File: src/hw/rtl/lipm_pkg.sv
// lipm_pkg: shared types and constants for the lagrange interpolation block
// used by lipm_mulmod, lipm_datapath, lipm_ctrl and lagrange_interpolation_mod_p
package lipm_pkg;

    localparam int VAL_W       = 8;
    localparam int PROD_W      = 2 * VAL_W;
    localparam int MM_STEPS    = PROD_W;
    localparam int MM_CNT_W    = $clog2(MM_STEPS + 1);
    localparam int IDX_OUT_W   = 4;
    localparam logic [VAL_W-1:0] MOD_RESET = 8'd251;
    localparam logic [VAL_W-1:0] MOD_MIN   = 8'd2;

    // operand selection for the shared multiply-add-reduce unit
    typedef enum logic [2:0] {
        MM_RED,
        MM_DEN,
        MM_BAS,
        MM_SCALE,
        MM_ACC
    } mm_sel_t;

    // write data source for the basis memory
    typedef enum logic [1:0] {
        BW_ONE,
        BW_RDATA,
        BW_MM
    } bas_wsel_t;

    typedef enum logic [4:0] {
        S_IDLE,
        S_RED_RD,
        S_RED_GO,
        S_RED_WT,
        S_BAS_INIT,
        S_BAS_XI,
        S_J_CHK,
        S_J_DEN,
        S_J_DWT,
        S_K_TOP,
        S_K_ISS,
        S_K_LO,
        S_K_WT,
        S_INV,
        S_INV_WT,
        S_SC_WT,
        S_AC_RD,
        S_AC_GO,
        S_AC_WT,
        S_OUT_RD,
        S_OUT_WT
    } state_t;

    typedef struct packed {
        logic      pt_we;
        logic      pt_re;
        logic      xr_we;
        logic      xr_re;
        logic      bas_we;
        logic      bas_re;
        logic      res_we;
        logic      res_re;
        logic      mm_start;
        mm_sel_t   mm_sel;
        logic      a_zero;
        logic      cur_load;
        logic      den_init;
        logic      lat_xi;
        logic      inv_start;
        bas_wsel_t bas_wsel;
    } lipm_cmd_t;

    typedef struct packed {
        logic mm_done;
        logic inv_done;
        logic inv_ok;
    } lipm_sts_t;

endpackage

File: src/hw/rtl/lagrange_interpolation_mod_p.sv
// Lagrange interpolation modulo a configurable prime. Points are loaded one beat
// per cycle; the beat marked last_point starts the solve, after which the n
// coefficients come out lowest power first, last_coeff on the highest. During the
// solve in_ready is low. All multiplications run through one multiply-add-reduce unit
// that reduces one bit per cycle, and the modular inverse is a linear search over
// k = 1 .. modulus-1 per basis. Each coefficient is read from the result memory
// before its beat is shown, so coefficient beats do not come back to back.
// The modulus register may be written only while no solve is in flight.
module lagrange_interpolation_mod_p #(
    parameter int MAX_POINTS = 16
) (
    input  logic                           clk,
    input  logic                           rst_n,
    input  logic                           cfg_we,
    input  logic [lipm_pkg::VAL_W-1:0]     cfg_data,
    input  logic                           in_valid,
    output logic                           in_ready,
    input  logic [lipm_pkg::VAL_W-1:0]     x_value,
    input  logic [lipm_pkg::VAL_W-1:0]     y_value,
    input  logic                           last_point,
    output logic                           out_valid,
    input  logic                           out_ready,
    output logic [lipm_pkg::IDX_OUT_W-1:0] coeff_index,
    output logic [lipm_pkg::VAL_W-1:0]     coeff_value,
    output logic                           last_coeff,
    output logic                           error
);

    localparam int IDX_W = (MAX_POINTS > 1) ? $clog2(MAX_POINTS) : 1;

    lipm_pkg::lipm_cmd_t cmd;
    lipm_pkg::lipm_sts_t sts;
    logic [IDX_W-1:0]    pt_waddr;
    logic [IDX_W-1:0]    pt_raddr;
    logic [IDX_W-1:0]    xr_waddr;
    logic [IDX_W-1:0]    xr_raddr;
    logic [IDX_W-1:0]    bas_waddr;
    logic [IDX_W-1:0]    bas_raddr;
    logic [IDX_W-1:0]    res_addr;

    lipm_ctrl #(
        .MAX_POINTS (MAX_POINTS)
    ) u_ctrl (
        .clk         (clk),
        .rst_n       (rst_n),
        .in_valid    (in_valid),
        .in_ready    (in_ready),
        .last_point  (last_point),
        .out_valid   (out_valid),
        .out_ready   (out_ready),
        .coeff_index (coeff_index),
        .last_coeff  (last_coeff),
        .error       (error),
        .sts         (sts),
        .cmd         (cmd),
        .pt_waddr    (pt_waddr),
        .pt_raddr    (pt_raddr),
        .xr_waddr    (xr_waddr),
        .xr_raddr    (xr_raddr),
        .bas_waddr   (bas_waddr),
        .bas_raddr   (bas_raddr),
        .res_addr    (res_addr)
    );

    lipm_datapath #(
        .MAX_POINTS (MAX_POINTS)
    ) u_datapath (
        .clk         (clk),
        .rst_n       (rst_n),
        .cfg_we      (cfg_we),
        .cfg_data    (cfg_data),
        .x_value     (x_value),
        .y_value     (y_value),
        .cmd         (cmd),
        .pt_waddr    (pt_waddr),
        .pt_raddr    (pt_raddr),
        .xr_waddr    (xr_waddr),
        .xr_raddr    (xr_raddr),
        .bas_waddr   (bas_waddr),
        .bas_raddr   (bas_raddr),
        .res_addr    (res_addr),
        .sts         (sts),
        .coeff_value (coeff_value)
    );

endmodule

File: src/hw/rtl/lipm_mulmod.sv
// lipm_mulmod: computes (a + b * c) mod m sequentially
// one multiply at start, then one restoring reduction bit per cycle; uses lipm_pkg
module lipm_mulmod (
    input  logic                       clk,
    input  logic                       rst_n,
    input  logic                       start,
    input  logic [lipm_pkg::VAL_W-1:0] a,
    input  logic [lipm_pkg::VAL_W-1:0] b,
    input  logic [lipm_pkg::VAL_W-1:0] c,
    input  logic [lipm_pkg::VAL_W-1:0] m,
    output logic                       done,
    output logic [lipm_pkg::VAL_W-1:0] result
);

    logic [lipm_pkg::PROD_W-1:0]   p_reg;
    logic [lipm_pkg::VAL_W-1:0]    r_reg;
    logic [lipm_pkg::MM_CNT_W-1:0] cnt_reg;
    logic                          done_reg;
    logic [lipm_pkg::VAL_W:0]      shifted;
    logic [lipm_pkg::VAL_W:0]      reduced;

    // r stays below m, so one conditional subtract per bit
    always_comb
    begin
        shifted = {r_reg, p_reg[lipm_pkg::PROD_W-1]};
        reduced = (shifted >= {1'b0, m}) ? (shifted - {1'b0, m}) : shifted;
    end

    always_ff @(posedge clk or negedge rst_n)
    begin
        if (!rst_n)
        begin
            cnt_reg  <= '0;
            done_reg <= 1'b0;
        end
        else
        begin
            done_reg <= (cnt_reg == lipm_pkg::MM_CNT_W'(1));
            if (start)
                cnt_reg <= lipm_pkg::MM_CNT_W'(lipm_pkg::MM_STEPS);
            else if (cnt_reg != '0)
                cnt_reg <= cnt_reg - 1'b1;
        end
    end

    always_ff @(posedge clk)
    begin
        if (start)
        begin
            p_reg <= lipm_pkg::PROD_W'(a)
                     + lipm_pkg::PROD_W'(b) * lipm_pkg::PROD_W'(c);
            r_reg <= '0;
        end
        else if (cnt_reg != '0)
        begin
            p_reg <= {p_reg[lipm_pkg::PROD_W-2:0], 1'b0};
            r_reg <= reduced[lipm_pkg::VAL_W-1:0];
        end
    end

    assign done   = done_reg;
    assign result = r_reg;

endmodule

File: src/hw/rtl/lipm_datapath.sv
// lipm_datapath: point, reduced-x, basis and result memories, modulus register,
// modular arithmetic unit and inverse search; uses lipm_pkg and lipm_mulmod
module lipm_datapath #(
    parameter  int MAX_POINTS = 16,
    localparam int IDX_W      = (MAX_POINTS > 1) ? $clog2(MAX_POINTS) : 1
) (
    input  logic                       clk,
    input  logic                       rst_n,
    input  logic                       cfg_we,
    input  logic [lipm_pkg::VAL_W-1:0] cfg_data,
    input  logic [lipm_pkg::VAL_W-1:0] x_value,
    input  logic [lipm_pkg::VAL_W-1:0] y_value,
    input  lipm_pkg::lipm_cmd_t        cmd,
    input  logic [IDX_W-1:0]           pt_waddr,
    input  logic [IDX_W-1:0]           pt_raddr,
    input  logic [IDX_W-1:0]           xr_waddr,
    input  logic [IDX_W-1:0]           xr_raddr,
    input  logic [IDX_W-1:0]           bas_waddr,
    input  logic [IDX_W-1:0]           bas_raddr,
    input  logic [IDX_W-1:0]           res_addr,
    output lipm_pkg::lipm_sts_t        sts,
    output logic [lipm_pkg::VAL_W-1:0] coeff_value
);

    localparam int W = lipm_pkg::VAL_W;

    logic [2*W-1:0] pt_mem [MAX_POINTS];
    logic [W-1:0]   xr_mem [MAX_POINTS];
    logic [W-1:0]   bas_mem [MAX_POINTS];
    logic [W-1:0]   res_mem [MAX_POINTS];

    logic [2*W-1:0] pt_rdata;
    logic [W-1:0]   xr_rdata;
    logic [W-1:0]   bas_rdata;
    logic [W-1:0]   res_rdata;

    logic [W-1:0]   mod_reg;
    logic [W-1:0]   m_eff;
    logic [W-1:0]   xi_reg;
    logic [W-1:0]   cur_reg;
    logic [W-1:0]   denom_reg;
    logic [W-1:0]   scale_reg;
    lipm_pkg::mm_sel_t sel_reg;

    logic [W-1:0]   neg;
    logic [W-1:0]   diff;
    logic [W-1:0]   mm_a;
    logic [W-1:0]   mm_b;
    logic [W-1:0]   mm_c;
    logic [W-1:0]   mm_res;
    logic           mm_done;
    logic [W-1:0]   bas_wdata;

    logic           inv_busy_reg;
    logic           inv_done_reg;
    logic           inv_ok_reg;
    logic [W-1:0]   inv_r_reg;
    logic [W-1:0]   inv_k_reg;
    logic [W:0]     inv_sum;
    logic [W-1:0]   inv_red;
    logic [W-1:0]   inv_val;

    assign m_eff = (mod_reg < lipm_pkg::MOD_MIN) ? lipm_pkg::MOD_MIN : mod_reg;

    always_ff @(posedge clk or negedge rst_n)
    begin
        if (!rst_n)
            mod_reg <= lipm_pkg::MOD_RESET;
        else if (cfg_we)
            mod_reg <= cfg_data;
    end

    // memories
    always_ff @(posedge clk)
    begin
        if (cmd.pt_we)
            pt_mem[pt_waddr] <= {x_value, y_value};
        if (cmd.pt_re)
            pt_rdata <= pt_mem[pt_raddr];
    end

    always_ff @(posedge clk)
    begin
        if (cmd.xr_we)
            xr_mem[xr_waddr] <= mm_res;
        if (cmd.xr_re)
            xr_rdata <= xr_mem[xr_raddr];
    end

    always_ff @(posedge clk)
    begin
        if (cmd.bas_we)
            bas_mem[bas_waddr] <= bas_wdata;
        if (cmd.bas_re)
            bas_rdata <= bas_mem[bas_raddr];
    end

    always_ff @(posedge clk)
    begin
        if (cmd.res_we)
            res_mem[res_addr] <= mm_res;
        if (cmd.res_re)
            res_rdata <= res_mem[res_addr];
    end

    always_comb
    begin
        case (cmd.bas_wsel)
            lipm_pkg::BW_ONE:   bas_wdata = W'(1);
            lipm_pkg::BW_RDATA: bas_wdata = bas_rdata;
            lipm_pkg::BW_MM:    bas_wdata = mm_res;
            default:            bas_wdata = mm_res;
        endcase
    end

    // xj sits in xr_rdata for the whole inner loop; both x values are reduced
    always_comb
    begin
        neg  = (xr_rdata == '0) ? '0 : (m_eff - xr_rdata);
        diff = (xi_reg >= xr_rdata) ? (xi_reg - xr_rdata)
                                    : W'({1'b0, xi_reg} + {1'b0, m_eff} - {1'b0, xr_rdata});
    end

    always_comb
    begin
        case (cmd.mm_sel)
            lipm_pkg::MM_RED:
            begin
                mm_a = '0;
                mm_b = pt_rdata[2*W-1:W];
                mm_c = W'(1);
            end
            lipm_pkg::MM_DEN:
            begin
                mm_a = '0;
                mm_b = denom_reg;
                mm_c = diff;
            end
            lipm_pkg::MM_BAS:
            begin
                mm_a = cmd.a_zero ? '0 : bas_rdata;
                mm_b = cur_reg;
                mm_c = neg;
            end
            lipm_pkg::MM_SCALE:
            begin
                mm_a = '0;
                mm_b = inv_val;
                mm_c = pt_rdata[W-1:0];
            end
            lipm_pkg::MM_ACC:
            begin
                mm_a = cmd.a_zero ? '0 : res_rdata;
                mm_b = bas_rdata;
                mm_c = scale_reg;
            end
            default:
            begin
                mm_a = '0;
                mm_b = '0;
                mm_c = '0;
            end
        endcase
    end

    lipm_mulmod u_mulmod (
        .clk    (clk),
        .rst_n  (rst_n),
        .start  (cmd.mm_start),
        .a      (mm_a),
        .b      (mm_b),
        .c      (mm_c),
        .m      (m_eff),
        .done   (mm_done),
        .result (mm_res)
    );

    always_ff @(posedge clk)
    begin
        if (cmd.lat_xi)
            xi_reg <= xr_rdata;
        if (cmd.cur_load)
            cur_reg <= bas_rdata;
        else if (cmd.mm_start && cmd.mm_sel == lipm_pkg::MM_BAS)
            cur_reg <= mm_a;
        if (cmd.mm_start)
            sel_reg <= cmd.mm_sel;
        if (cmd.den_init)
            denom_reg <= W'(1);
        else if (mm_done && sel_reg == lipm_pkg::MM_DEN)
            denom_reg <= mm_res;
        if (mm_done && sel_reg == lipm_pkg::MM_SCALE)
            scale_reg <= mm_res;
    end

    // inverse search: walk r = d*k mod m upward until r hits one or k reaches m-1
    always_comb
    begin
        inv_sum = {1'b0, inv_r_reg} + {1'b0, denom_reg};
        inv_red = (inv_sum >= {1'b0, m_eff}) ? W'(inv_sum - {1'b0, m_eff}) : W'(inv_sum);
        inv_val = inv_ok_reg ? inv_k_reg : '0;
    end

    always_ff @(posedge clk or negedge rst_n)
    begin
        if (!rst_n)
        begin
            inv_busy_reg <= 1'b0;
            inv_done_reg <= 1'b0;
            inv_ok_reg   <= 1'b0;
        end
        else
        begin
            inv_done_reg <= 1'b0;
            if (cmd.inv_start)
            begin
                inv_busy_reg <= 1'b1;
                inv_ok_reg   <= 1'b0;
            end
            else if (inv_busy_reg)
            begin
                if (inv_r_reg == W'(1))
                begin
                    inv_busy_reg <= 1'b0;
                    inv_done_reg <= 1'b1;
                    inv_ok_reg   <= 1'b1;
                end
                else if (inv_k_reg == m_eff - W'(1))
                begin
                    inv_busy_reg <= 1'b0;
                    inv_done_reg <= 1'b1;
                end
            end
        end
    end

    always_ff @(posedge clk)
    begin
        if (cmd.inv_start)
        begin
            inv_r_reg <= denom_reg;
            inv_k_reg <= W'(1);
        end
        else if (inv_busy_reg && inv_r_reg != W'(1) && inv_k_reg != m_eff - W'(1))
        begin
            inv_r_reg <= inv_red;
            inv_k_reg <= inv_k_reg + W'(1);
        end
    end

    assign sts.mm_done  = mm_done;
    assign sts.inv_done = inv_done_reg;
    assign sts.inv_ok   = inv_ok_reg;
    assign coeff_value  = res_rdata;

endmodule

File: src/hw/rtl/lipm_ctrl.sv
// lipm_ctrl: sequencer for point loading, interpolation loops and coefficient output
// drives lipm_datapath through lipm_pkg command and status structs
module lipm_ctrl #(
    parameter  int MAX_POINTS = 16,
    localparam int IDX_W      = (MAX_POINTS > 1) ? $clog2(MAX_POINTS) : 1,
    localparam int CNT_W      = $clog2(MAX_POINTS + 1)
) (
    input  logic                           clk,
    input  logic                           rst_n,
    input  logic                           in_valid,
    output logic                           in_ready,
    input  logic                           last_point,
    output logic                           out_valid,
    input  logic                           out_ready,
    output logic [lipm_pkg::IDX_OUT_W-1:0] coeff_index,
    output logic                           last_coeff,
    output logic                           error,
    input  lipm_pkg::lipm_sts_t            sts,
    output lipm_pkg::lipm_cmd_t            cmd,
    output logic [IDX_W-1:0]               pt_waddr,
    output logic [IDX_W-1:0]               pt_raddr,
    output logic [IDX_W-1:0]               xr_waddr,
    output logic [IDX_W-1:0]               xr_raddr,
    output logic [IDX_W-1:0]               bas_waddr,
    output logic [IDX_W-1:0]               bas_raddr,
    output logic [IDX_W-1:0]               res_addr
);

    lipm_pkg::state_t state_reg, state_next;
    logic [CNT_W-1:0] cnt_reg, cnt_next;
    logic             err_reg, err_next;
    logic [CNT_W-1:0] i_reg, i_next;
    logic [CNT_W-1:0] j_reg, j_next;
    logic [IDX_W-1:0] k_reg, k_next;
    logic [IDX_W-1:0] deg_reg, deg_next;

    logic accept;
    logic room;
    logic k_last_out;

    assign accept     = in_valid && in_ready;
    assign room       = (cnt_reg < CNT_W'(MAX_POINTS));
    assign k_last_out = ((CNT_W'(k_reg) + CNT_W'(1)) == cnt_reg);

    // next state
    always_comb
    begin
        state_next = state_reg;
        case (state_reg)
            lipm_pkg::S_IDLE:
                if (accept && last_point)
                    state_next = lipm_pkg::S_RED_RD;
            lipm_pkg::S_RED_RD:   state_next = lipm_pkg::S_RED_GO;
            lipm_pkg::S_RED_GO:   state_next = lipm_pkg::S_RED_WT;
            lipm_pkg::S_RED_WT:
                if (sts.mm_done)
                    state_next = ((j_reg + CNT_W'(1)) == cnt_reg) ? lipm_pkg::S_BAS_INIT
                                                                  : lipm_pkg::S_RED_RD;
            lipm_pkg::S_BAS_INIT: state_next = lipm_pkg::S_BAS_XI;
            lipm_pkg::S_BAS_XI:   state_next = lipm_pkg::S_J_CHK;
            lipm_pkg::S_J_CHK:
                if (j_reg == cnt_reg)
                    state_next = lipm_pkg::S_INV;
                else if (j_reg != i_reg)
                    state_next = lipm_pkg::S_J_DEN;
            lipm_pkg::S_J_DEN:    state_next = lipm_pkg::S_J_DWT;
            lipm_pkg::S_J_DWT:
                if (sts.mm_done)
                    state_next = lipm_pkg::S_K_TOP;
            lipm_pkg::S_K_TOP:    state_next = lipm_pkg::S_K_ISS;
            lipm_pkg::S_K_ISS:    state_next = lipm_pkg::S_K_LO;
            lipm_pkg::S_K_LO:     state_next = lipm_pkg::S_K_WT;
            lipm_pkg::S_K_WT:
                if (sts.mm_done)
                    state_next = (k_reg == '0) ? lipm_pkg::S_J_CHK : lipm_pkg::S_K_ISS;
            lipm_pkg::S_INV:      state_next = lipm_pkg::S_INV_WT;
            lipm_pkg::S_INV_WT:
                if (sts.inv_done)
                    state_next = lipm_pkg::S_SC_WT;
            lipm_pkg::S_SC_WT:
                if (sts.mm_done)
                    state_next = lipm_pkg::S_AC_RD;
            lipm_pkg::S_AC_RD:    state_next = lipm_pkg::S_AC_GO;
            lipm_pkg::S_AC_GO:    state_next = lipm_pkg::S_AC_WT;
            lipm_pkg::S_AC_WT:
                if (sts.mm_done)
                begin
                    if (k_reg != deg_reg)
                        state_next = lipm_pkg::S_AC_RD;
                    else if ((i_reg + CNT_W'(1)) == cnt_reg)
                        state_next = lipm_pkg::S_OUT_RD;
                    else
                        state_next = lipm_pkg::S_BAS_INIT;
                end
            lipm_pkg::S_OUT_RD:   state_next = lipm_pkg::S_OUT_WT;
            lipm_pkg::S_OUT_WT:
                if (out_ready)
                    state_next = k_last_out ? lipm_pkg::S_IDLE : lipm_pkg::S_OUT_RD;
            default:              state_next = lipm_pkg::S_IDLE;
        endcase
    end

    // loop counters and flags
    always_comb
    begin
        cnt_next = cnt_reg;
        err_next = err_reg;
        i_next   = i_reg;
        j_next   = j_reg;
        k_next   = k_reg;
        deg_next = deg_reg;
        case (state_reg)
            lipm_pkg::S_IDLE:
                if (accept)
                begin
                    if (room)
                        cnt_next = cnt_reg + CNT_W'(1);
                    else
                        err_next = 1'b1;
                    j_next = '0;
                end
            lipm_pkg::S_RED_WT:
                if (sts.mm_done)
                begin
                    j_next = j_reg + CNT_W'(1);
                    i_next = '0;
                end
            lipm_pkg::S_BAS_INIT:
            begin
                j_next   = '0;
                deg_next = '0;
            end
            lipm_pkg::S_J_CHK:
                if (j_reg != cnt_reg && j_reg == i_reg)
                    j_next = j_reg + CNT_W'(1);
            lipm_pkg::S_J_DWT:
                if (sts.mm_done)
                    k_next = deg_reg;
            lipm_pkg::S_K_WT:
                if (sts.mm_done)
                begin
                    if (k_reg == '0)
                    begin
                        deg_next = deg_reg + IDX_W'(1);
                        j_next   = j_reg + CNT_W'(1);
                    end
                    else
                        k_next = k_reg - IDX_W'(1);
                end
            lipm_pkg::S_INV_WT:
                if (sts.inv_done && !sts.inv_ok)
                    err_next = 1'b1;
            lipm_pkg::S_SC_WT:
                if (sts.mm_done)
                    k_next = '0;
            lipm_pkg::S_AC_WT:
                if (sts.mm_done)
                begin
                    if (k_reg != deg_reg)
                        k_next = k_reg + IDX_W'(1);
                    else
                    begin
                        i_next = i_reg + CNT_W'(1);
                        k_next = '0;
                    end
                end
            lipm_pkg::S_OUT_WT:
                if (out_ready)
                begin
                    if (k_last_out)
                    begin
                        cnt_next = '0;
                        err_next = 1'b0;
                    end
                    else
                        k_next = k_reg + IDX_W'(1);
                end
            default:
            begin
                cnt_next = cnt_reg;
            end
        endcase
    end

    // datapath commands and handshake outputs
    always_comb
    begin
        cmd          = '0;
        cmd.mm_sel   = lipm_pkg::MM_RED;
        cmd.bas_wsel = lipm_pkg::BW_MM;
        in_ready     = 1'b0;
        out_valid    = 1'b0;
        case (state_reg)
            lipm_pkg::S_IDLE:
            begin
                in_ready  = 1'b1;
                cmd.pt_we = in_valid && room;
            end
            lipm_pkg::S_RED_RD:
                cmd.pt_re = 1'b1;
            lipm_pkg::S_RED_GO:
                cmd.mm_start = 1'b1;
            lipm_pkg::S_RED_WT:
                cmd.xr_we = sts.mm_done;
            lipm_pkg::S_BAS_INIT:
            begin
                cmd.pt_re    = 1'b1;
                cmd.xr_re    = 1'b1;
                cmd.bas_we   = 1'b1;
                cmd.bas_wsel = lipm_pkg::BW_ONE;
                cmd.den_init = 1'b1;
            end
            lipm_pkg::S_BAS_XI:
                cmd.lat_xi = 1'b1;
            lipm_pkg::S_J_CHK:
                cmd.xr_re = (j_reg != cnt_reg) && (j_reg != i_reg);
            lipm_pkg::S_J_DEN:
            begin
                cmd.mm_start = 1'b1;
                cmd.mm_sel   = lipm_pkg::MM_DEN;
            end
            lipm_pkg::S_J_DWT:
            begin
                cmd.mm_sel = lipm_pkg::MM_DEN;
                cmd.bas_re = sts.mm_done;
            end
            lipm_pkg::S_K_TOP:
            begin
                // shift the top coefficient up one power
                cmd.bas_we   = 1'b1;
                cmd.bas_wsel = lipm_pkg::BW_RDATA;
                cmd.cur_load = 1'b1;
            end
            lipm_pkg::S_K_ISS:
                cmd.bas_re = (k_reg != '0);
            lipm_pkg::S_K_LO:
            begin
                cmd.mm_start = 1'b1;
                cmd.mm_sel   = lipm_pkg::MM_BAS;
                cmd.a_zero   = (k_reg == '0);
            end
            lipm_pkg::S_K_WT:
            begin
                cmd.mm_sel = lipm_pkg::MM_BAS;
                cmd.bas_we = sts.mm_done;
            end
            lipm_pkg::S_INV:
                cmd.inv_start = 1'b1;
            lipm_pkg::S_INV_WT:
            begin
                cmd.mm_start = sts.inv_done;
                cmd.mm_sel   = lipm_pkg::MM_SCALE;
            end
            lipm_pkg::S_AC_RD:
            begin
                cmd.bas_re = 1'b1;
                cmd.res_re = 1'b1;
            end
            lipm_pkg::S_AC_GO:
            begin
                // first basis overwrites, which clears stale results
                cmd.mm_start = 1'b1;
                cmd.mm_sel   = lipm_pkg::MM_ACC;
                cmd.a_zero   = (i_reg == '0);
            end
            lipm_pkg::S_AC_WT:
            begin
                cmd.mm_sel = lipm_pkg::MM_ACC;
                cmd.res_we = sts.mm_done;
            end
            lipm_pkg::S_OUT_RD:
                cmd.res_re = 1'b1;
            lipm_pkg::S_OUT_WT:
                out_valid = 1'b1;
            default:
                in_ready = 1'b0;
        endcase
    end

    always_comb
    begin
        pt_waddr  = cnt_reg[IDX_W-1:0];
        pt_raddr  = (state_reg == lipm_pkg::S_BAS_INIT) ? i_reg[IDX_W-1:0] : j_reg[IDX_W-1:0];
        xr_raddr  = pt_raddr;
        xr_waddr  = j_reg[IDX_W-1:0];
        res_addr  = k_reg;
        if (state_reg == lipm_pkg::S_K_ISS)
            bas_raddr = k_reg - IDX_W'(1);
        else if (state_reg == lipm_pkg::S_J_DWT)
            bas_raddr = deg_reg;
        else
            bas_raddr = k_reg;
        if (state_reg == lipm_pkg::S_K_TOP)
            bas_waddr = deg_reg + IDX_W'(1);
        else if (state_reg == lipm_pkg::S_BAS_INIT)
            bas_waddr = '0;
        else
            bas_waddr = k_reg;
    end

    always_ff @(posedge clk or negedge rst_n)
    begin
        if (!rst_n)
        begin
            state_reg <= lipm_pkg::S_IDLE;
            cnt_reg   <= '0;
            err_reg   <= 1'b0;
            i_reg     <= '0;
            j_reg     <= '0;
            k_reg     <= '0;
            deg_reg   <= '0;
        end
        else
        begin
            state_reg <= state_next;
            cnt_reg   <= cnt_next;
            err_reg   <= err_next;
            i_reg     <= i_next;
            j_reg     <= j_next;
            k_reg     <= k_next;
            deg_reg   <= deg_next;
        end
    end

    assign coeff_index = lipm_pkg::IDX_OUT_W'(k_reg);
    assign last_coeff  = k_last_out;
    assign error       = err_reg;

    a_cnt_range: assert property (@(posedge clk) disable iff (!rst_n)
        cnt_reg <= CNT_W'(MAX_POINTS))
        else $error("point count above capacity");

    a_out_nonempty: assert property (@(posedge clk) disable iff (!rst_n)
        out_valid |-> (cnt_reg != '0) && (CNT_W'(k_reg) < cnt_reg))
        else $error("coefficient beat outside the loaded point set");

    a_out_hold: assert property (@(posedge clk) disable iff (!rst_n)
        (out_valid && !out_ready) |=> out_valid && $stable(k_reg) && $stable(err_reg))
        else $error("stalled coefficient beat changed");

    a_solve_clear: assert property (@(posedge clk) disable iff (!rst_n)
        (out_valid && out_ready && last_coeff) |=> (cnt_reg == '0) && !err_reg && in_ready)
        else $error("state not cleared after final coefficient");

    a_acc_bound: assert property (@(posedge clk) disable iff (!rst_n)
        (state_reg == lipm_pkg::S_AC_WT) |-> (k_reg <= deg_reg))
        else $error("accumulate index beyond basis degree");

endmodule

File: config.mk
export PLATFORM = sky130hd
export DESIGN_NAME = lagrange_interpolation_mod_p
export DESIGN_NICKNAME = d
export VERILOG_FILES = /design/src/hw/rtl/lipm_pkg.sv /design/src/hw/rtl/lagrange_interpolation_mod_p.sv /design/src/hw/rtl/lipm_mulmod.sv /design/src/hw/rtl/lipm_datapath.sv /design/src/hw/rtl/lipm_ctrl.sv
export SDC_FILE = /design/constraint.sdc
export NUM_CORES = 1
export LEC_CHECK = 0
export BUFFER_PORTS_ARGS = -buffer_cell sky130_fd_sc_hd__buf_2
export CAP_MARGIN = 5
export CORE_UTILIZATION = 45
export CTS_CLUSTER_DIAMETER = 40
export DETAILED_ROUTE_END_ITERATION = 10
export HOLD_SLACK_MARGIN = 0.08
export PLACE_DENSITY = 0.69
export SETUP_SLACK_MARGIN = 0.3
export SYNTH_ARGS = -nofsm -noshare
export SYNTH_HDL_FRONTEND = slang
export SYNTH_SLANG_ARGS = --single-unit
File: constraint.sdc
create_clock -name clk -period 19.4 [get_ports clk]
set_input_delay 0.97 -clock clk [delete_from_list [all_inputs] [get_ports clk]]
set_output_delay 0.97 -clock clk [all_outputs]
set_load 0.1 [all_outputs]
* Yosys cells after proc, flatten, opt, wreduce, memory -nomap -nowiden
Memories as Yosys holds them, arrays and structs flattened. A register that Yosys moved wholly into a read port is not among the register bits.
Index checks and enable logic that the tools add are counted.
** Cells by class
- $add $sub $neg :: 18
- Multipliers :: 1
- Order comparisons :: 5
- Equal/unequal tests :: 59
- Muxes and demuxes :: 111
- Reductions and logical operators :: 46
** Operators with widths (count)
- 5-bit two-way mux :: 27
- 5-bit case mux with 21 select lines :: 1
- 8-bit two-way mux :: 12
- 8-bit case mux with 5 select lines :: 2
- 4-bit two-way mux :: 16
- 5-bit by 4-bit equality test with 1-bit output (second input constant) :: 8
- 8-bit subtractor :: 5
- 1-bit two-way mux :: 35
- 16-bit two-way mux :: 2
- 8-bit case mux with 2 select lines :: 2
- 2-bit by 1-bit inequality test with 1-bit output (second input constant) :: 13
- 5-bit equality test :: 5
- 5-bit equality test (second input constant) :: 5
- 5-bit case mux with 5 select lines :: 1
- 5-bit by 3-bit equality test with 1-bit output (second input constant) :: 4
- 4-bit case mux with 5 select lines :: 1
- 5-bit case mux with 2 select lines :: 2
- 9-bit by 8-bit greater-or-equal comparator with 1-bit output :: 2
- 8-bit by 16-bit adder with 16-bit output :: 1
- 8-bit by 8-bit multiplier with 16-bit output :: 1
- 2-bit nonzero test :: 8
- 5-bit by 1-bit adder with 5-bit output (second input constant) :: 3
- 5-bit nonzero test :: 3
- 3-bit case mux with 4 select lines :: 1
- other kinds (48) :: 80
** Storage, ports and cells
- Bits in registers :: 121
- Memory bits (writable) :: 640
- Input bits :: 30
- Output and inout port bits :: 16
- Word-level logic and storage cells :: 266
- Memories :: 4
** Memory list
- u_datapath.pt_mem :: words 16, width 16, rd ports 1, clocked after Yosys merged registers in 1, wr ports 1, RTL line lipm_datapath.sv:27 : logic [2*W-1:0] pt_mem [MAX_POINTS];
- u_datapath.bas_mem :: words 16, width 8, rd ports 1, clocked after Yosys merged registers in 1, wr ports 1, RTL line lipm_datapath.sv:29 : logic [W-1:0] bas_mem [MAX_POINTS];
- u_datapath.res_mem :: words 16, width 8, rd ports 1, clocked after Yosys merged registers in 1, wr ports 1, RTL line lipm_datapath.sv:30 : logic [W-1:0] res_mem [MAX_POINTS];
- u_datapath.xr_mem :: words 16, width 8, rd ports 1, clocked after Yosys merged registers in 1, wr ports 1, RTL line lipm_datapath.sv:28 : logic [W-1:0] xr_mem [MAX_POINTS];

* Depth between registers and ports, before layout
- Word-level depth :: 9
- Depth in mapped cells :: 31
- Gate-level depth less buffers :: 30

* Cells and area by module
A second synthesis with hierarchy kept.
** Second synthesis, totals
- Cells, all modules :: 2451
- Area total of the unflattened synthesis :: 38029.0 µm²
** By module, submodules not included
- lipm_datapath :: times used 1, cells each 1597, area each 30777.0 µm², sequential area each 22074.9 µm²
- lipm_mulmod :: times used 1, cells each 463, area each 4222.8 µm², sequential area each 790.8 µm²
- lipm_ctrl :: times used 1, cells each 391, area each 3029.2 µm², sequential area each 725.7 µm²

* Least setup slack after synthesis
Ideal clock, no wire load.
- Path kind :: register to register
- From :: register u_datapath.mod_reg[4]
- To :: register u_datapath.u_mulmod.p_reg[13] in the netlist's numbering (data pin)
- Setup time :: 0.135 ns
- Arrival time :: 7.223 ns
- Required time :: 19.265 ns
- Setup slack :: 12.042 ns
- Cell stages (with the launch flop) :: 28
- Buffers on the path :: 1
- Clock period less this slack :: 7.358 ns
- Path through :: dfstp_2 > clkbuf_1 > nor4_2 > a21oi_1 > fa_1 > inv_1 > ha_1 > a21o_1 > a211oi_1 > o21bai_1 > o31ai_1 > xnor2_1 > a211oi_1 > or3_1 > fa_1 > fa_1 > inv_1 > fa_1 > inv_1 > fa_1 > inv_1 > ha_1 > o21a_1 > a21boi_0 > o41a_1 > a21oi_1 > or4b_2 > nand3_1
** Between the ends
- Cells in the longest elaborated chain, start to end :: 9
- Elaborated cells between the ends (all ways) :: 11
- Classes of those cells :: 4 x add/sub; 1 x mul; 1 x order compare; 5 x mux
** RTL lines
- start: declaration :: RTL line lipm_datapath.sv:37 : logic [W-1:0] mod_reg;
- start signal: assignment :: RTL line lipm_datapath.sv:68 : mod_reg <= lipm_pkg::MOD_RESET;
- start signal: assignment :: RTL line lipm_datapath.sv:70 : mod_reg <= cfg_data;
- 8-bit by 2-bit less-than comparator with 1-bit output :: RTL line lipm_datapath.sv:63 : assign m_eff = (mod_reg < lipm_pkg::MOD_MIN) ? lipm_pkg::MOD_MIN : mod_reg;
- 8-bit two-way mux * :: RTL line lipm_datapath.sv:63
- 8-bit adder :: RTL line lipm_datapath.sv:121 : : W'({1'b0, xi_reg} + {1'b0, m_eff} - {1'b0, xr_rdata});
- 8-bit subtractor :: RTL line lipm_datapath.sv:121
- 8-bit two-way mux :: RTL line lipm_datapath.sv:120 : diff = (xi_reg >= xr_rdata) ? (xi_reg - xr_rdata)
- 8-bit case mux with 5 select lines * :: RTL line lipm_datapath.sv:126 : case (cmd.mm_sel)
- 8-bit by 8-bit multiplier with 16-bit output * :: RTL line lipm_mulmod.sv:51 : + lipm_pkg::PROD_W'(b) * lipm_pkg::PROD_W'(c);
- 8-bit by 16-bit adder with 16-bit output * :: RTL line lipm_mulmod.sv:51
- 16-bit two-way mux * :: RTL line lipm_mulmod.sv:48 : if (start)
- end signal: assignment :: RTL line lipm_mulmod.sv:50 : p_reg <= lipm_pkg::PROD_W'(a)
- end signal: assignment :: RTL line lipm_mulmod.sv:56 : p_reg <= {p_reg[lipm_pkg::PROD_W-2:0], 1'b0};
- end: declaration :: RTL line lipm_mulmod.sv:15 : logic [lipm_pkg::PROD_W-1:0] p_reg;
Every way passes the cells marked *; elsewhere a longest branch is shown, timed or not.
A chain may end at the register's enable or synchronous reset.

* Final worst setup path
- From :: register u_datapath.mod_reg[6]
- To :: register u_datapath.u_mulmod.p_reg[13] in the netlist's numbering (data pin)
Same word-level chain as after synthesis.

==> reports/metrics.yaml <==
most-common-layout-cells: "731 x edfxtp_1, 170 x nand2_1, 163 x nor2_1, 138 x mux2i_1, 137 x inv_1"
final_cells: 3832
hold_class: "primary input to asynchronous set/reset pin"
grt_start_max_net_pins: 65
use_met1: 0.294
ys.flop_type: "edfxtp_1"
finalCriticalPeriod_ns: 8.10
slew_headroom: 0.103
dp.cells: 3639
yosysTopAreaCell: "edfxtp_1"
cap_violations: 0
drt_wl_total_um: 90300
cts_resized: 0
rsz0062_at_grt: "false"
max_freq_mhz: 123
async_reset_ff_frac: 0.0574
portBuffers: 45
synth_top_area_frac: 0.580
globalRouteMet3Util: 0.0324
yosysWarnings: 0
grt_pass1_vias: 22777
syn_area_um2: 37900
nets: 2853
period_share: 0.418
p_sw_w: 0.00105
cts_buffers: 103
placed_area_um2: 39500
switching_share: 0.243
tightestPinTransition_ns: 1.34
p_seq_frac: 0.471
p_clk_frac: 0.449
die_w_um: 292
post-cts-setup-buffers: 0
area_delta_synth_final_pct: 13.7
gp_congestion: 0.908
grt-ovfl-total: 0
grt_util_met2: 0.347
cts-hold-fix-buffers: 0
die_y_um: 292
hpwl_um: 58800
required_ns: 19.89
outcome: "finished clean"
ys_top_cells_by_area: "edfxtp_1 58%, mux4_2 8.1%, mux2i_1 3.7%"
cp-end-kind: "flip-flop"
drcViolationCount: 0
vias: 22642
firstDrtPassIters: 8
startpoint_type: "flip-flop"
cellLeakagePower_nw: 14.9
avgViaCountPerCell: 5.91
numClockSinks: 801
power.density_nw_per_um2: 100
largest_register_ffs: 256
ys_ff_latch: 801
clock-root-buffer: "clkbuf_16"
finalSetupViolations: 0
drive_gt1_frac: 0.175
worstPathArrival_ns: 8.60
synth_nets: 2768
r2r_cells: 27
synth_area_per_cell_um2: 14.7
r2r_end: "u_datapath.u_mulmod.p_reg[13]$_DFFE_PP_"
synth-edff-count: 731
internal_power_w: 0.00326
critPathKind: "flip-flop to flip-flop"
rr_startpoint: "u_datapath.mod_reg[6]$_DFFE_PN1P_"
fin_hold_ws_ns: 0.433
clock_path_buffers: 3
peakVddDrop_uv: 82.1
clk_pin_slew_worst_paths_ns: 0.06
cts_tree: "done"
design_area_um2: 43000
top_register: "u_datapath.pt_mem"
setup_ws_ns: 11.30
drt-initial-drc-count: 2367
die_area_um2: 85300
io_pins: 46
p_comb_frac: 0.080
skew_ns: 0.0506
grt_pass1_wl_um: 138000
core_um2: 83400
seq_area_frac_synth: 0.623
hold_viol: 0
r2r_slack_ns: 11.30
ys_types: 86
setup_tns_ns: 0
grt_antenna_before_repair: 2
final_common_cell: "edfxtp_1"
rows: 106
grt_use_total: 0.212
initial_core_util: 0.454
ant_nets: 0
maxSlewViolCount: 0
h-tree-depth: 3
worstPathMaxFanout: 8
top_usage_layer: "met2"
clk_latency_ns: 0.67
netlist_instances: 2579
dp_slack_ns: 11.37
routedWlPerCell_um: 23.6
[power by group through the flow]
stage	clock network (W)	registers (W)	logic (W)
6_report	0.00193	0.00203	0.000343
2_1_floorplan	0	0.00211	0.000148
5_1_grt	0.00203	0.00203	0.000374
4_1_cts	0.00196	0.00203	0.000343
3_3_place_gp	0	0.00206	0.000325
3_5_place_dp	0	0.00206	0.000341
[critical path: stages, from the launching register on]
cell	delay [ns]
dfstp_2	0.41
nor4_2	0.47
a21oi_1	0.14
buf_4	0.19
fa_1	0.53
inv_1	0.06
ha_1	0.28
a21o_1	0.19
a211oi_1	0.26
o21bai_1	0.14
o31ai_1	0.26
xnor2_1	0.11
a211oi_1	0.87
or3_1	0.26
fa_1	0.43
fa_1	0.50
inv_1	0.05
fa_1	0.47
inv_1	0.05
fa_1	0.47
inv_1	0.04
ha_1	0.32
o21a_1	0.13
a21boi_0	0.28
o41a_1	0.24
a21oi_1	0.10
or4b_2	0.62
nand3_1	0.09
[logic make-up (layout without fill, tap and decap cells)]
family / after synthesis / in the layout / share of synthesized area
other cells: 0 / 1 / 0
mux: 281 / 281 / 0.119
buf+inv: 262 / 434 / 0.0272
fa+ha+maj: 159 / 159 / 0.0637
compound gates: 422 / 422 / 0.0765
simple gates: 572 / 572 / 0.0710
flops: 801 / 801 / 0.623
xor+xnor: 82 / 82 / 0.0190
[synth_stat cells, types with 36 or more instances]
library cell / count
mux2i_1: 139
edfxtp_1: 731
o21ai_0: 100
xor2_1: 36
mux4_2: 136
xnor2_1: 46
clkbuf_1: 79
fa_1: 56
a22oi_1: 58
nand2b_1: 37
dfrtp_1: 39
a21oi_1: 81
nor3_1: 41
ha_1: 103
nor2_1: 179
nand2_1: 170
inv_1: 137
[per-stage QoR]
| stage | power (W) | utilization |
|---|---|---|
| after CTS | 0.00433 | 0.516 |
| after floorplan | 0.00226 | - |
| final | 0.00430 | 0.516 |
| after global placement | 0.00239 | 0.473 |
| after detailed placement | 0.00241 | 0.473 |
| after global routing | 0.00443 | 0.516 |
[final cells by class]
| class | instances | area (um^2) |
|---|---|---|
| fill | 6741 | 40400 |
| sequential | 801 | 23600 |
| multi-input combinational | 1516 | 13400 |
| clock buffer | 111 | 2610 |
| tap | 1080 | 1350 |
| clock inverter | 81 | 933 |
| timing repair buffer | 103 | 661 |
| inverter | 139 | 522 |
| antenna | 1 | 2.50 |
[worst max path at each step]
stage / from / end / cells after the start / slack [ns]
after floorplan: u_datapath.mod_reg[4]$_DFFE_PN1P_ / u_datapath.u_mulmod.p_reg[13]$_DFFE_PP_ / 27 / 12.04
after global placement: u_datapath.mod_reg[7]$_DFFE_PN1P_ / u_datapath.u_mulmod.p_reg[13]$_DFFE_PP_ / 27 / 11.50
after detailed placement: u_datapath.mod_reg[6]$_DFFE_PN1P_ / u_datapath.u_mulmod.p_reg[13]$_DFFE_PP_ / 27 / 11.37
after CTS: u_datapath.mod_reg[6]$_DFFE_PN1P_ / u_datapath.u_mulmod.p_reg[13]$_DFFE_PP_ / 27 / 11.32
after global routing: u_datapath.mod_reg[6]$_DFFE_PN1P_ / u_datapath.u_mulmod.p_reg[13]$_DFFE_PP_ / 27 / 10.73
final: u_datapath.mod_reg[6]$_DFFE_PN1P_ / u_datapath.u_mulmod.p_reg[13]$_DFFE_PP_ / 27 / 11.30
[routing by layer]
layer  up-vias  wire length [um]
li1      10080                 -
met1     11617             38600
met2       794             43900
met3       147              5690
met4         4              2110
met5         -                26
Power figures use the tool's default switching activity.
